### src/rtl/core/bafp_pkg.sv
// Shared widths, field type codes and parser phase type for the advertising field parser.
package bafp_pkg;

    localparam int DATA_W     = 8;
    localparam int TOTAL_W    = 6;
    localparam int UUID_W     = 16;
    localparam int NAME_LEN_W = 5;
    localparam int FIELD_W    = 6;

    localparam logic [DATA_W-1:0] AD_UUID16_PART  = 8'h02;
    localparam logic [DATA_W-1:0] AD_UUID16_FULL  = 8'h03;
    localparam logic [DATA_W-1:0] AD_NAME_SHORT   = 8'h08;
    localparam logic [DATA_W-1:0] AD_NAME_FULL    = 8'h09;

    localparam logic [UUID_W-1:0]     UUID_RESET   = 16'hA032;
    localparam logic [NAME_LEN_W-1:0] NAME_LEN_SAT = 5'd31;

    typedef enum logic [3:0] {
        PH_LEN  = 4'b0001,
        PH_TYPE = 4'b0010,
        PH_DATA = 4'b0100,
        PH_STOP = 4'b1000
    } t_phase;

endpackage

### src/rtl/core/bafp_in_if.sv
// Input byte channel: valid/ready with one buffer byte and its framing.
interface bafp_in_if
    import bafp_pkg::*;
();
    logic               valid;
    logic               ready;
    logic [DATA_W-1:0]  data_byte;
    logic [TOTAL_W-1:0] total_length;
    logic               last;

    modport source (output valid, output data_byte, output total_length, output last,
                    input ready);
    modport sink   (input valid, input data_byte, input total_length, input last,
                    output ready);
endinterface

### src/rtl/core/bafp_out_if.sv
// Result channel: valid/ready with name character and end-of-buffer report.
interface bafp_out_if
    import bafp_pkg::*;
();
    logic                  valid;
    logic                  ready;
    logic                  name_valid;
    logic [DATA_W-1:0]     name_char;
    logic                  name_start;
    logic                  done_res;
    logic                  service_seen;
    logic [NAME_LEN_W-1:0] name_length;

    modport source (output valid, output name_valid, output name_char, output name_start,
                    output done_res, output service_seen, output name_length,
                    input ready);
    modport sink   (input valid, input name_valid, input name_char, input name_start,
                    input done_res, input service_seen, input name_length,
                    output ready);
endinterface

### src/rtl/core/bafp_cfg_if.sv
// Configuration write channel: valid/ready with the service UUID value.
interface bafp_cfg_if
    import bafp_pkg::*;
();
    logic              valid;
    logic              ready;
    logic [UUID_W-1:0] data;

    modport source (output valid, output data, input ready);
    modport sink   (input valid, input data, output ready);
endinterface

### src/rtl/core/ble_adv_field_parser.sv
// Top level: streaming BLE advertising data structure parser with name and UUID extraction.
//
//  channel  | dir | transfer when          | carries
//  ---------+-----+------------------------+------------------------------------------
//  i_in     | in  | valid && ready         | data_byte, total_length, last
//  o_out    | out | valid && ready         | name_valid/char/start, done_res, seen, length
//  i_cfg    | in  | valid && ready         | service UUID (always ready)
//
//  One byte per cycle: the parse state update is one step of logic feeding the
//  output register, so a byte is accepted every cycle while the result is taken.
//  The result is registered and becomes valid in the cycle after the input transfer.
//  Reset (synchronous, active low) clears the parse state and loads UUID 0xA032.
//  A stalled result holds the output register and drops i_in.ready until taken.
module ble_adv_field_parser
    import bafp_pkg::*;
#(
    parameter int NAME_MAX   = 31,
    parameter int BUFFER_MAX = 62
) (
    input  logic         i_clk,
    input  logic         i_rst_n,
    bafp_in_if.sink      i_in,
    bafp_out_if.source   o_out,
    bafp_cfg_if.sink     i_cfg
);

    localparam int PW  = $clog2(BUFFER_MAX + 1);
    localparam int NW  = $clog2(NAME_MAX + 1);
    localparam int SW  = ((PW > DATA_W) ? PW : DATA_W) + 2;
    localparam int NCW = (NW > NAME_LEN_W) ? NW : NAME_LEN_W;

    logic [UUID_W-1:0]  r_uuid;
    logic [PW-1:0]      r_pos,       n_pos;
    t_phase             r_phase,     n_phase;
    logic [FIELD_W-1:0] r_left,      n_left;
    logic [DATA_W-1:0]  r_kind,      n_kind;
    logic [DATA_W-1:0]  r_uuid_lo,   n_uuid_lo;
    logic               r_half,      n_half;
    logic               r_match,     n_match;
    logic [NW-1:0]      r_name_cnt,  n_name_cnt;

    logic                  r_out_valid;
    logic                  r_nvalid;
    logic [DATA_W-1:0]     r_nchar;
    logic                  r_nstart;
    logic                  r_done;
    logic                  r_seen;
    logic [NAME_LEN_W-1:0] r_nlen;

    logic                  c_nvalid;
    logic [DATA_W-1:0]     c_nchar;
    logic                  c_nstart;
    logic [NAME_LEN_W-1:0] c_nlen;
    logic [SW-1:0]         c_pos1;
    logic [SW-1:0]         c_total;
    logic [SW-1:0]         c_byte;
    logic [NCW-1:0]        c_cnt_ext;
    logic                  c_is_name;
    logic                  c_is_uuid;
    logic                  in_xfer;

    assign i_in.ready  = !r_out_valid || o_out.ready;
    assign in_xfer     = i_in.valid && i_in.ready;
    assign i_cfg.ready = 1'b1;

    always_comb begin
        n_pos      = r_pos;
        n_phase    = r_phase;
        n_left     = r_left;
        n_kind     = r_kind;
        n_uuid_lo  = r_uuid_lo;
        n_half     = r_half;
        n_match    = r_match;
        n_name_cnt = r_name_cnt;
        c_nvalid   = 1'b0;
        c_nchar    = '0;
        c_nstart   = 1'b0;
        c_pos1     = SW'(r_pos) + SW'(1);
        c_total    = SW'(i_in.total_length);
        c_byte     = SW'(i_in.data_byte);
        c_is_name  = (r_kind == AD_NAME_SHORT) || (r_kind == AD_NAME_FULL);
        c_is_uuid  = (r_kind == AD_UUID16_PART) || (r_kind == AD_UUID16_FULL);

        case (r_phase)
            PH_LEN: begin
                if ((c_pos1 >= c_total) || (i_in.data_byte == '0) ||
                    ((c_pos1 + c_byte) > c_total)) begin
                    n_phase = PH_STOP;
                end else begin
                    n_left  = i_in.data_byte[FIELD_W-1:0] - FIELD_W'(1);
                    n_phase = PH_TYPE;
                end
            end
            PH_TYPE: begin
                n_kind = i_in.data_byte;
                n_half = 1'b0;
                if (r_left == '0) begin
                    n_phase = PH_LEN;
                end else begin
                    n_phase = PH_DATA;
                    if ((i_in.data_byte == AD_NAME_SHORT) ||
                        (i_in.data_byte == AD_NAME_FULL)) begin
                        n_name_cnt = '0;
                    end
                end
            end
            PH_DATA: begin
                if (c_is_name) begin
                    if (r_name_cnt < NW'(NAME_MAX)) begin
                        c_nvalid   = 1'b1;
                        c_nchar    = i_in.data_byte;
                        c_nstart   = (r_name_cnt == '0);
                        n_name_cnt = r_name_cnt + NW'(1);
                    end
                end else if (c_is_uuid) begin
                    if (!r_half) begin
                        n_uuid_lo = i_in.data_byte;
                        n_half    = 1'b1;
                    end else begin
                        if ({i_in.data_byte, r_uuid_lo} == r_uuid) begin
                            n_match = 1'b1;
                        end
                        n_half = 1'b0;
                    end
                end
                n_left = r_left - FIELD_W'(1);
                if (n_left == '0) begin
                    n_phase = PH_LEN;
                end
            end
            PH_STOP: begin
                n_phase = PH_STOP;
            end
            default: begin
                n_phase = PH_STOP;
            end
        endcase

        if (r_pos < PW'(BUFFER_MAX)) begin
            n_pos = r_pos + PW'(1);
        end

        c_cnt_ext = NCW'(n_name_cnt);
        c_nlen    = (c_cnt_ext > NCW'(NAME_LEN_SAT)) ? NAME_LEN_SAT
                                                      : c_cnt_ext[NAME_LEN_W-1:0];
    end

    always_ff @(posedge i_clk) begin
        if (!i_rst_n) begin
            r_uuid     <= UUID_RESET;
            r_pos      <= '0;
            r_phase    <= PH_LEN;
            r_left     <= '0;
            r_kind     <= '0;
            r_uuid_lo  <= '0;
            r_half     <= 1'b0;
            r_match    <= 1'b0;
            r_name_cnt <= '0;
        end else begin
            if (i_cfg.valid && i_cfg.ready) begin
                r_uuid <= i_cfg.data;
            end
            if (in_xfer) begin
                if (i_in.last) begin
                    r_pos      <= '0;
                    r_phase    <= PH_LEN;
                    r_left     <= '0;
                    r_kind     <= '0;
                    r_uuid_lo  <= '0;
                    r_half     <= 1'b0;
                    r_match    <= 1'b0;
                    r_name_cnt <= '0;
                end else begin
                    r_pos      <= n_pos;
                    r_phase    <= n_phase;
                    r_left     <= n_left;
                    r_kind     <= n_kind;
                    r_uuid_lo  <= n_uuid_lo;
                    r_half     <= n_half;
                    r_match    <= n_match;
                    r_name_cnt <= n_name_cnt;
                end
            end
        end
    end

    always_ff @(posedge i_clk) begin
        if (!i_rst_n) begin
            r_out_valid <= 1'b0;
        end else if (in_xfer) begin
            r_out_valid <= 1'b1;
        end else if (o_out.ready) begin
            r_out_valid <= 1'b0;
        end
    end

    always_ff @(posedge i_clk) begin
        if (in_xfer) begin
            r_nvalid <= c_nvalid;
            r_nchar  <= c_nchar;
            r_nstart <= c_nstart;
            r_done   <= i_in.last;
            r_seen   <= i_in.last ? n_match : 1'b0;
            r_nlen   <= i_in.last ? c_nlen : '0;
        end
    end

    assign o_out.valid        = r_out_valid;
    assign o_out.name_valid   = r_nvalid;
    assign o_out.name_char    = r_nchar;
    assign o_out.name_start   = r_nstart;
    assign o_out.done_res     = r_done;
    assign o_out.service_seen = r_seen;
    assign o_out.name_length  = r_nlen;

    a_start_is_char: assert property (@(posedge i_clk) disable iff (!i_rst_n)
        (r_out_valid && r_nstart) |-> r_nvalid)
        else $error("name_start without name character");

    a_report_only_done: assert property (@(posedge i_clk) disable iff (!i_rst_n)
        (r_out_valid && !r_done) |-> (!r_seen && (r_nlen == '0)))
        else $error("end report outside last byte");

    a_xfer_gives_result: assert property (@(posedge i_clk) disable iff (!i_rst_n)
        in_xfer |=> r_out_valid)
        else $error("accepted byte produced no result");

    a_empty_takes_input: assert property (@(posedge i_clk) disable iff (!i_rst_n)
        !r_out_valid |-> i_in.ready)
        else $error("input stalled with empty output register");

    a_restart_after_last: assert property (@(posedge i_clk) disable iff (!i_rst_n)
        (in_xfer && i_in.last) |=> ((r_pos == '0) && (r_phase == PH_LEN) && !r_match))
        else $error("parser did not restart after last byte");

endmodule

### src/flat_wrapper.sv
// flat-port wrapper written by rule: the top's interface ports become plain ports
module ble_adv_field_parser_flat import bafp_pkg::*;
#(
    parameter int NAME_MAX   = 31,
    parameter int BUFFER_MAX = 62
)
  (i_clk, i_rst_n, i_in_valid, i_in_data_byte, i_in_total_length, i_in_last, i_in_ready, o_out_valid, o_out_name_valid, o_out_name_char, o_out_name_start, o_out_done_res, o_out_service_seen, o_out_name_length, o_out_ready, i_cfg_valid, i_cfg_data, i_cfg_ready);
  bafp_in_if i_in_i ();
  bafp_out_if o_out_i ();
  bafp_cfg_if i_cfg_i ();
  input  logic i_clk;
  input  logic i_rst_n;
  input wire logic [$bits(i_in_i.valid)-1:0] i_in_valid;
  input wire logic [$bits(i_in_i.data_byte)-1:0] i_in_data_byte;
  input wire logic [$bits(i_in_i.total_length)-1:0] i_in_total_length;
  input wire logic [$bits(i_in_i.last)-1:0] i_in_last;
  output wire logic [$bits(i_in_i.ready)-1:0] i_in_ready;
  output wire logic [$bits(o_out_i.valid)-1:0] o_out_valid;
  output wire logic [$bits(o_out_i.name_valid)-1:0] o_out_name_valid;
  output wire logic [$bits(o_out_i.name_char)-1:0] o_out_name_char;
  output wire logic [$bits(o_out_i.name_start)-1:0] o_out_name_start;
  output wire logic [$bits(o_out_i.done_res)-1:0] o_out_done_res;
  output wire logic [$bits(o_out_i.service_seen)-1:0] o_out_service_seen;
  output wire logic [$bits(o_out_i.name_length)-1:0] o_out_name_length;
  input wire logic [$bits(o_out_i.ready)-1:0] o_out_ready;
  input wire logic [$bits(i_cfg_i.valid)-1:0] i_cfg_valid;
  input wire logic [$bits(i_cfg_i.data)-1:0] i_cfg_data;
  output wire logic [$bits(i_cfg_i.ready)-1:0] i_cfg_ready;
  assign i_in_i.valid = i_in_valid;
  assign i_in_i.data_byte = i_in_data_byte;
  assign i_in_i.total_length = i_in_total_length;
  assign i_in_i.last = i_in_last;
  assign i_in_ready = i_in_i.ready;
  assign o_out_valid = o_out_i.valid;
  assign o_out_name_valid = o_out_i.name_valid;
  assign o_out_name_char = o_out_i.name_char;
  assign o_out_name_start = o_out_i.name_start;
  assign o_out_done_res = o_out_i.done_res;
  assign o_out_service_seen = o_out_i.service_seen;
  assign o_out_name_length = o_out_i.name_length;
  assign o_out_i.ready = o_out_ready;
  assign i_cfg_i.valid = i_cfg_valid;
  assign i_cfg_i.data = i_cfg_data;
  assign i_cfg_ready = i_cfg_i.ready;
  ble_adv_field_parser #(.NAME_MAX(NAME_MAX), .BUFFER_MAX(BUFFER_MAX)) u_core (.i_clk(i_clk), .i_rst_n(i_rst_n), .i_in(i_in_i), .o_out(o_out_i), .i_cfg(i_cfg_i));
endmodule
### config.mk
export PLATFORM = sky130hd
export DESIGN_NAME = ble_adv_field_parser_flat
export DESIGN_NICKNAME = d
export VERILOG_FILES = /design/src/rtl/core/bafp_pkg.sv /design/src/rtl/core/bafp_in_if.sv /design/src/rtl/core/bafp_out_if.sv /design/src/rtl/core/bafp_cfg_if.sv /design/src/rtl/core/ble_adv_field_parser.sv /design/src/flat_wrapper.sv
export SDC_FILE = /design/constraint.sdc
export NUM_CORES = 1
export LEC_CHECK = 0
export ABC_AREA = 1
export BUFFER_PORTS_ARGS = -buffer_cell sky130_fd_sc_hd__buf_2
export CAP_MARGIN = 15
export CORE_MARGIN = 4
export CORE_UTILIZATION = 63
export DETAILED_ROUTE_END_ITERATION = 8
export GPL_ROUTABILITY_DRIVEN = 0
export PLACE_DENSITY = 0.86
export SYNTH_ARGS = -nofsm -noshare
export SYNTH_HDL_FRONTEND = slang
export SYNTH_SLANG_ARGS = --single-unit
export TNS_END_PERCENT = 20
### constraint.sdc
create_clock -name i_clk -period 5.9 [get_ports i_clk]
set_input_delay 0.295 -clock i_clk [delete_from_list [all_inputs] [get_ports i_clk]]
set_output_delay 0.295 -clock i_clk [all_outputs]
set_load 0.1 [all_outputs]
# Yosys cells after proc, flatten, opt, wreduce, memory -nomap -nowiden
# Index checks and enable logic that the tools add are counted.
[word_totals] input_bits=36 output_inout_bits=20 ff_bits=73 word_cells=108
[classes] addsub=6 magnitude_cmp=5 reduce_logical=27 n_mux=38 n_eq_ne=16
[ops] cell="2-to-1 mux 8 bit" n=7
[ops] cell="== test 8 x 4 -> 1 bit (second input constant)" n=4
[ops] cell="2-to-1 mux 5 bit" n=6
[ops] cell="2-to-1 mux 6 bit" n=4
[ops] cell="== test 16 bit" n=1
[ops] cell="== test 8 x 2 -> 1 bit (second input constant)" n=2
[ops] cell="2-to-1 mux 1 bit" n=13
[ops] cell="logical NOT 6 bit" n=2
[ops] cell="2-to-1 mux 4 bit" n=3
[ops] cell="one-hot mux 4 bit (3 select lines)" n=1
[ops] cell="one-hot mux 6 bit (2 select lines)" n=1
[ops] cell="subtractor 6 x 1 -> 6 bit (second input constant)" n=2
[ops] cell="adder 10 x 8 -> 10 bit" n=1
[ops] cell=">= comparator 10 x 6 -> 1 bit" n=1
[ops] cell="greater-than comparator 10 x 6 -> 1 bit" n=1
[ops] cell="one-hot mux 5 bit (2 select lines)" n=1
[ops] cell="nonzero test 2 bit" n=5
[ops] cell="logical NOT 8 bit" n=1
[ops] cell="AND reduction 2 bit" n=4
[ops] cell="adder 6 x 1 -> 7 bit (second input constant)" n=1
[ops] cell="adder 6 x 1 -> 6 bit (second input constant)" n=1
[ops] cell="logical OR 1 bit" n=6
[ops] cell="< comparator 6 bit (second input constant)" n=1
[ops] cell="!= test 3 x 2 -> 1 bit (second input constant)" n=2
[ops] cell="other kinds (17)" n=21

# Logic depth before layout (Yosys ltp)
[logic_depth] ltp_word=7 mapped_depth=23 ltp_nobuf=23

# Worst setup path before layout
# Ideal clock, no wire load.
[synth_timing] kind="register to register" from="reg u_core.r_out_valid, in the netlist u_core.o_out.valid" to="reg u_core.r_left[1]" synth_period_minus_slack_ps=3137 t_arrival_ps=3022 stages_incl_launch_ff=9 path_buffers=1 setup_time_ps=115 setup_slack_ps=2763 required_ps=5785 path_cell_list="dfxtp_1 > nand2_1 > nand2_2 > inv_1 > o21ai_1 > inv_1 > buf_2 > a21oi_1 > nor2_1"
[synth_between] elab_chain_cells=4
[synth_rtl] element="from (decl)" line="ble_adv_field_parser.sv:42" source="logic r_out_valid;"
[synth_rtl] element="from (signal assigned)" line="ble_adv_field_parser.sv:189" source="r_out_valid <= 1'b0;"
[synth_rtl] element="from (signal assigned)" line="ble_adv_field_parser.sv:191" source="r_out_valid <= 1'b1;"
[synth_rtl] element="from (signal assigned)" line="ble_adv_field_parser.sv:193" source="r_out_valid <= 1'b0;"
[synth_rtl] element="logical NOT 1 bit" line="ble_adv_field_parser.sv:62" source="assign i_in.ready = !r_out_valid || o_out.ready;"
[synth_rtl] element="logical OR 1 bit" line="ble_adv_field_parser.sv:62"
[synth_rtl] element="net i_in_ready" line="flat_wrapper.sv:17" source="output wire logic [$bits(i_in_i.ready)-1:0] i_in_ready;"
[synth_rtl] element="logical AND 1 bit" line="ble_adv_field_parser.sv:63" source="assign in_xfer = i_in.valid && i_in.ready;"
[synth_rtl] element="net u_core.in_xfer" line="ble_adv_field_parser.sv:60" source="logic in_xfer;"
[synth_rtl] element="AND reduction 3 bit (no line)"
[synth_rtl] element="to (signal assigned)" line="ble_adv_field_parser.sv:176" source="r_left <= n_left;"
[synth_rtl] element="to (decl)" line="ble_adv_field_parser.sv:35" source="logic [FIELD_W-1:0] r_left, n_left;"
# The timed path passes the listed nets, and every way through them passes these cells.
# A chain may end at the register's enable or synchronous reset.

# Worst setup path in the final report
[layout_timing] from="reg u_core.r_pos[0]" to="reg u_core.r_left[0]"
[layout_between] elab_chain_cells=6 elab_cells_between_ends=8 cone_classes="add/sub: 2; order compare: 2; eq/ne: 1; reduce/logical: 3"
[layout_rtl] element="from (decl)" line="ble_adv_field_parser.sv:33" source="logic [PW-1:0] r_pos, n_pos;"
[layout_rtl] element="from (signal assigned)" line="ble_adv_field_parser.sv:174" source="r_pos <= n_pos;"
[layout_rtl] element="adder 6 x 1 -> 7 bit (*)" line="ble_adv_field_parser.sv:78" source="c_pos1 = SW'(r_pos) + SW'(1);"
[layout_rtl] element="adder 10 x 8 -> 10 bit / >= comparator 10 x 6 -> 1 bit (equally long branches)" line="ble_adv_field_parser.sv:87, ble_adv_field_parser.sv:86"
[layout_rtl] element="greater-than comparator 10 x 6 -> 1 bit / logical OR 1 bit (equally long branches)" line="ble_adv_field_parser.sv:87, ble_adv_field_parser.sv:86"
[layout_rtl] element="logical OR 1 bit (*)" line="ble_adv_field_parser.sv:86" source="if ((c_pos1 >= c_total) || (i_in.data_byte == '0) ||"
[layout_rtl] element="!= test 3 bit (no line) (*)"
[layout_rtl] element="AND reduction 3 bit (no line) (*)"
# Every way passes the cells marked *; elsewhere a longest branch is shown, timed or not.

==> impl_results.md <==
* Detailed placer's ending HPWL at 7.825 mm
* Async SR Flop Fraction at 0
* P&R area growth vs syn at 12.32%
* Diode count at 0
* H-tree levels at 3
* CTS tree: built
* CP endpoint kind: flop
* Worst R2R End: u_core.r_left[0]$_SDFFE_PN0P_
* Ys flop type: dfxtp_1
* Post-synthesis adder-cell area fraction at 0.08600
* Post-synthesis compound-gate area fraction at 0.1354
* RSZ-0062 raised after global routing: no
* Leading area contributor after synthesis: dfxtp_1
* Post-synthesis simple-gate area fraction at 0.2760
* Post-CTS Setup Bufs at 0
* Post-Syn Area at 0.004307 mm²
* Maximum clock frequency at 287.5 MHz
* Worst setup SP type: flop
* Final hold viol count at 0
* Die H at 90.68 µm
* Fillers at 508
* Largest family of logic cells by synthesized area: simple AND/OR/NAND/NOR gates
* Worst Max-Slew Pin Slew at 0.6998 ns
* Critical path required time at 6.19 ns
* Number of antenna-violating nets in the routed design at 0
* I/O Buffers at 54
* Largest stage delay on the critical path at 0.38 ns
* Resized Gates After CTS at 0
* Commonest cells post-synth: nand2_1, nor2_1, inv_1
* Vias per Instance at 5.756
* Most numerous cell in the Yosys netlist: nand2_1
* FF-to-FF setup slack at 2.42 ns
* Worst-path fanout max at 12
* Final setup TNS at 0 ns
* Pins Over Slew Limit at 0
* Clock Path Buffers at 2
* Post-synth cell types at 39
* XOR/XNOR Fraction of Synth Area at 0.03661
* Antenna violations before repair at 0
* EDFF count, synth at 17
* Register area share after synthesis at 0.3742
* Core area at 0.006495 mm²
* Vias in the first global route at 3967
* Net count after synthesis at 664
* Outcome: finished clean
* Io pins at 56
* Hold Buf Count CTS at 0
* CP top delay family: simple AND/OR/NAND/NOR gates
* Initial Utilization at 0.6631
* Post-synth top area share at 0.2557
* CTS Buf Count at 9
* Peak supply drop at 297.2 µV
* Clock transition at the registers of the reported paths at 0.08 ns
* Design Power at 1238 µW
* Drt wl/cell at 14.33 µm
* Later-pin clock latency in the skew report at 0.36 ns
* Max_cap viols at 0
* CP Depth at 21
* Path depth of the worst reg2reg path at 21
* Syn Inst Count at 599
* # DRC at 0
* PD cells at 255.9 mW/mm²
* Hold Path Class: input port to flop
* Reg2reg start: u_core.r_pos[0]$_SDFFE_PN0P_
* Final Setup Violations at 0
* Mux share of post-synthesis cell area at 0
* DRT iter0 DRCs at 285
* CP max stage cell: dfxtp_1
* Slew HR at 0.5318
* FP Rows at 29
* First-pass GRT wire length at 17.44 mm
* Vias at 4219
* Die area at 0.008223 mm²
* CP startpoint: u_core.r_pos[0]$_SDFFE_PN0P_
* Pin count of the biggest net entering global routing at 43
* Grt total ovfl at 0
* CP arrival at 3.77 ns
* Cells along the critical path: ha_1 > xor2_1 > ha_1 > or2_1 > nand2_1 > nor2_1 > nor2_1 > xnor2_1 > ha_1 > nand2_1 > nor2_1 > nand3_1 > nand2_1 > inv_1 > nor2_2 > nand3_2 > nand2_2 > nand2_1 > nand2_1 > nand2_1 > nor2_1
* Top cells by area, synth: dfxtp_1, edfxtp_1, nand2_1
* Root buf cell: clkbuf_8
* Die W at 90.68 µm
* Worst clock skew at 0.006713 ns
* Lkg Pwr at 0.002284 µW
* Most frequent CP cell: nand2_1
* 1st-pass router iterations at 5
* Final layout net count at 716
* Syn Area/Cell at 7.190 µm²
* Period utilization at 0.5896
* Gr usage total at 0.2601
* Final WL at 10.51 mm
* YS warnings at 0
* WP buf/inv at 1
* Clk sink count at 72
* #FFs+latches synth at 72
* Worst Setup Path Type: flop to flop
* Tmin final at 3.479 ns
* End of the critical path: u_core.r_left[0]$_SDFFE_PN0P_
* Layout cells sized above 1 at 0.1555
[report_power, final]
group | leakage (µW) | switching [µW] | internal [µW] | total, µW
logic | 0.00155 | 176 | 72.2 | 249
clock network | 0.000106 | 201 | 241 | 442
registers | 0.000626 | 16.0 | 531 | 547
total | 0.00228 | 393 | 845 | 1240
[cell usage in the layout (no fill, tap or decap), types with 2 or more instances in the layout]
cell type,n
nand3_1,31
buf_2,54
a21oi_1,48
nand2_2,3
o21ai_0,29
nand2_1,117
nor2_2,7
bufinv_16,2
nand3b_1,5
inv_6,2
clkbuf_8,9
o22ai_1,8
clkinvlp_4,2
xor2_1,9
nor2_4,3
o31ai_1,2
inv_1,75
o211ai_1,3
nand3_2,3
ha_1,28
inv_2,11
nor2_1,83
o21ai_1,13
nand4_1,7
or2_2,2
edfxtp_1,17
dfxtp_1,55
xnor2_1,9
nor3_2,2
nor3_1,6
[worst min-delay path by stage]
stage / startpoint / end / slack (ns) / cells past startpoint
5_1_grt: i_cfg_data[4] / u_core.r_uuid[4]$_SDFFE_PN1P_ / 0.17 / 3
3_3_place_gp: u_core.r_kind[2]$_SDFFE_PN0P_ / u_core.r_kind[2]$_SDFFE_PN0P_ / 0.46 / 2
4_1_cts: i_cfg_data[13] / u_core.r_uuid[13]$_SDFFE_PN1P_ / 0.14 / 3
6_report: i_cfg_data[13] / u_core.r_uuid[13]$_SDFFE_PN1P_ / 0.15 / 3
3_5_place_dp: u_core.r_uuid_lo[4]$_SDFFE_PN0P_ / u_core.r_uuid_lo[4]$_SDFFE_PN0P_ / 0.46 / 2
2_1_floorplan: i_in_last / u_core.o_out.done_res$_DFFE_PP_ / 0.39 / 0
[state kept, by name, summed over array words and instances, names as in the netlist, 4 cells and up]
signal and cells:
u_core.r_uuid 16, u_core.o_out.name_char 8, u_core.r_uuid_lo 8, u_core.r_kind 7, u_core.r_left 6, u_core.r_pos 6
u_core.o_out.name_length 5, u_core.r_name_cnt 5, u_core.r_phase 4
[logic make-up (layout without fill, tap and decap cells)]
group	count (synthesis)	after routing
AO/OA/AOI/OAI	108	108
AND/OR/NAND/NOR	271	271
adder cells (fa/ha/maj)	29	29
flip-flops	72	72
buffers and inverters	100	157
other	1	1
XOR/XNOR	18	18
[area by class of cell]
| cell class | count | area [µm²] | area share |
|---|---|---|---|
| clock buffers | 9 | 123.9 | 0.02561 |
| clock inverters | 7 | 101.3 | 0.02095 |
| inverters | 86 | 322.8 | 0.06674 |
| multi-input cells | 427 | 2303 | 0.4762 |
| flip-flops and latches | 72 | 1612 | 0.3332 |
| well taps | 77 | 96.34 | 0.01992 |
| repair buffers | 55 | 277.8 | 0.05742 |
[routing by layer]
layer / vias up / wire length [µm] / global-route usage
met5: - / 0 / 0
met4: 0 / 313 / 0.1148
met3: 38 / 829 / 0.05583
met2: 184 / 4962 / 0.4497
met1: 1940 / 4400 / 0.3086
li1: 2057 / - / -
[tightest hold or removal path: cells and delay by family]
kind | cells | cell delay (ns)
and+or+nand+nor | 2 | 0.10
buffers and inverters | 1 | 0.07
[stage by stage]
stage	instance area [µm²]	setup WS, ns	std cells	hold WS [ns]	utilization
2_1_floorplan	4307	2.763	599	0.3939	-
3_3_place_gp	4612	2.772	717	0.4574	0.7101
6_report	4837	2.421	733	0.1490	0.7448
3_5_place_dp	4612	2.528	717	0.4624	0.7101
5_1_grt	4837	2.135	733	0.1701	0.7448
4_1_cts	4837	2.472	733	0.1428	0.7448
Power figures use the tool's default switching activity.
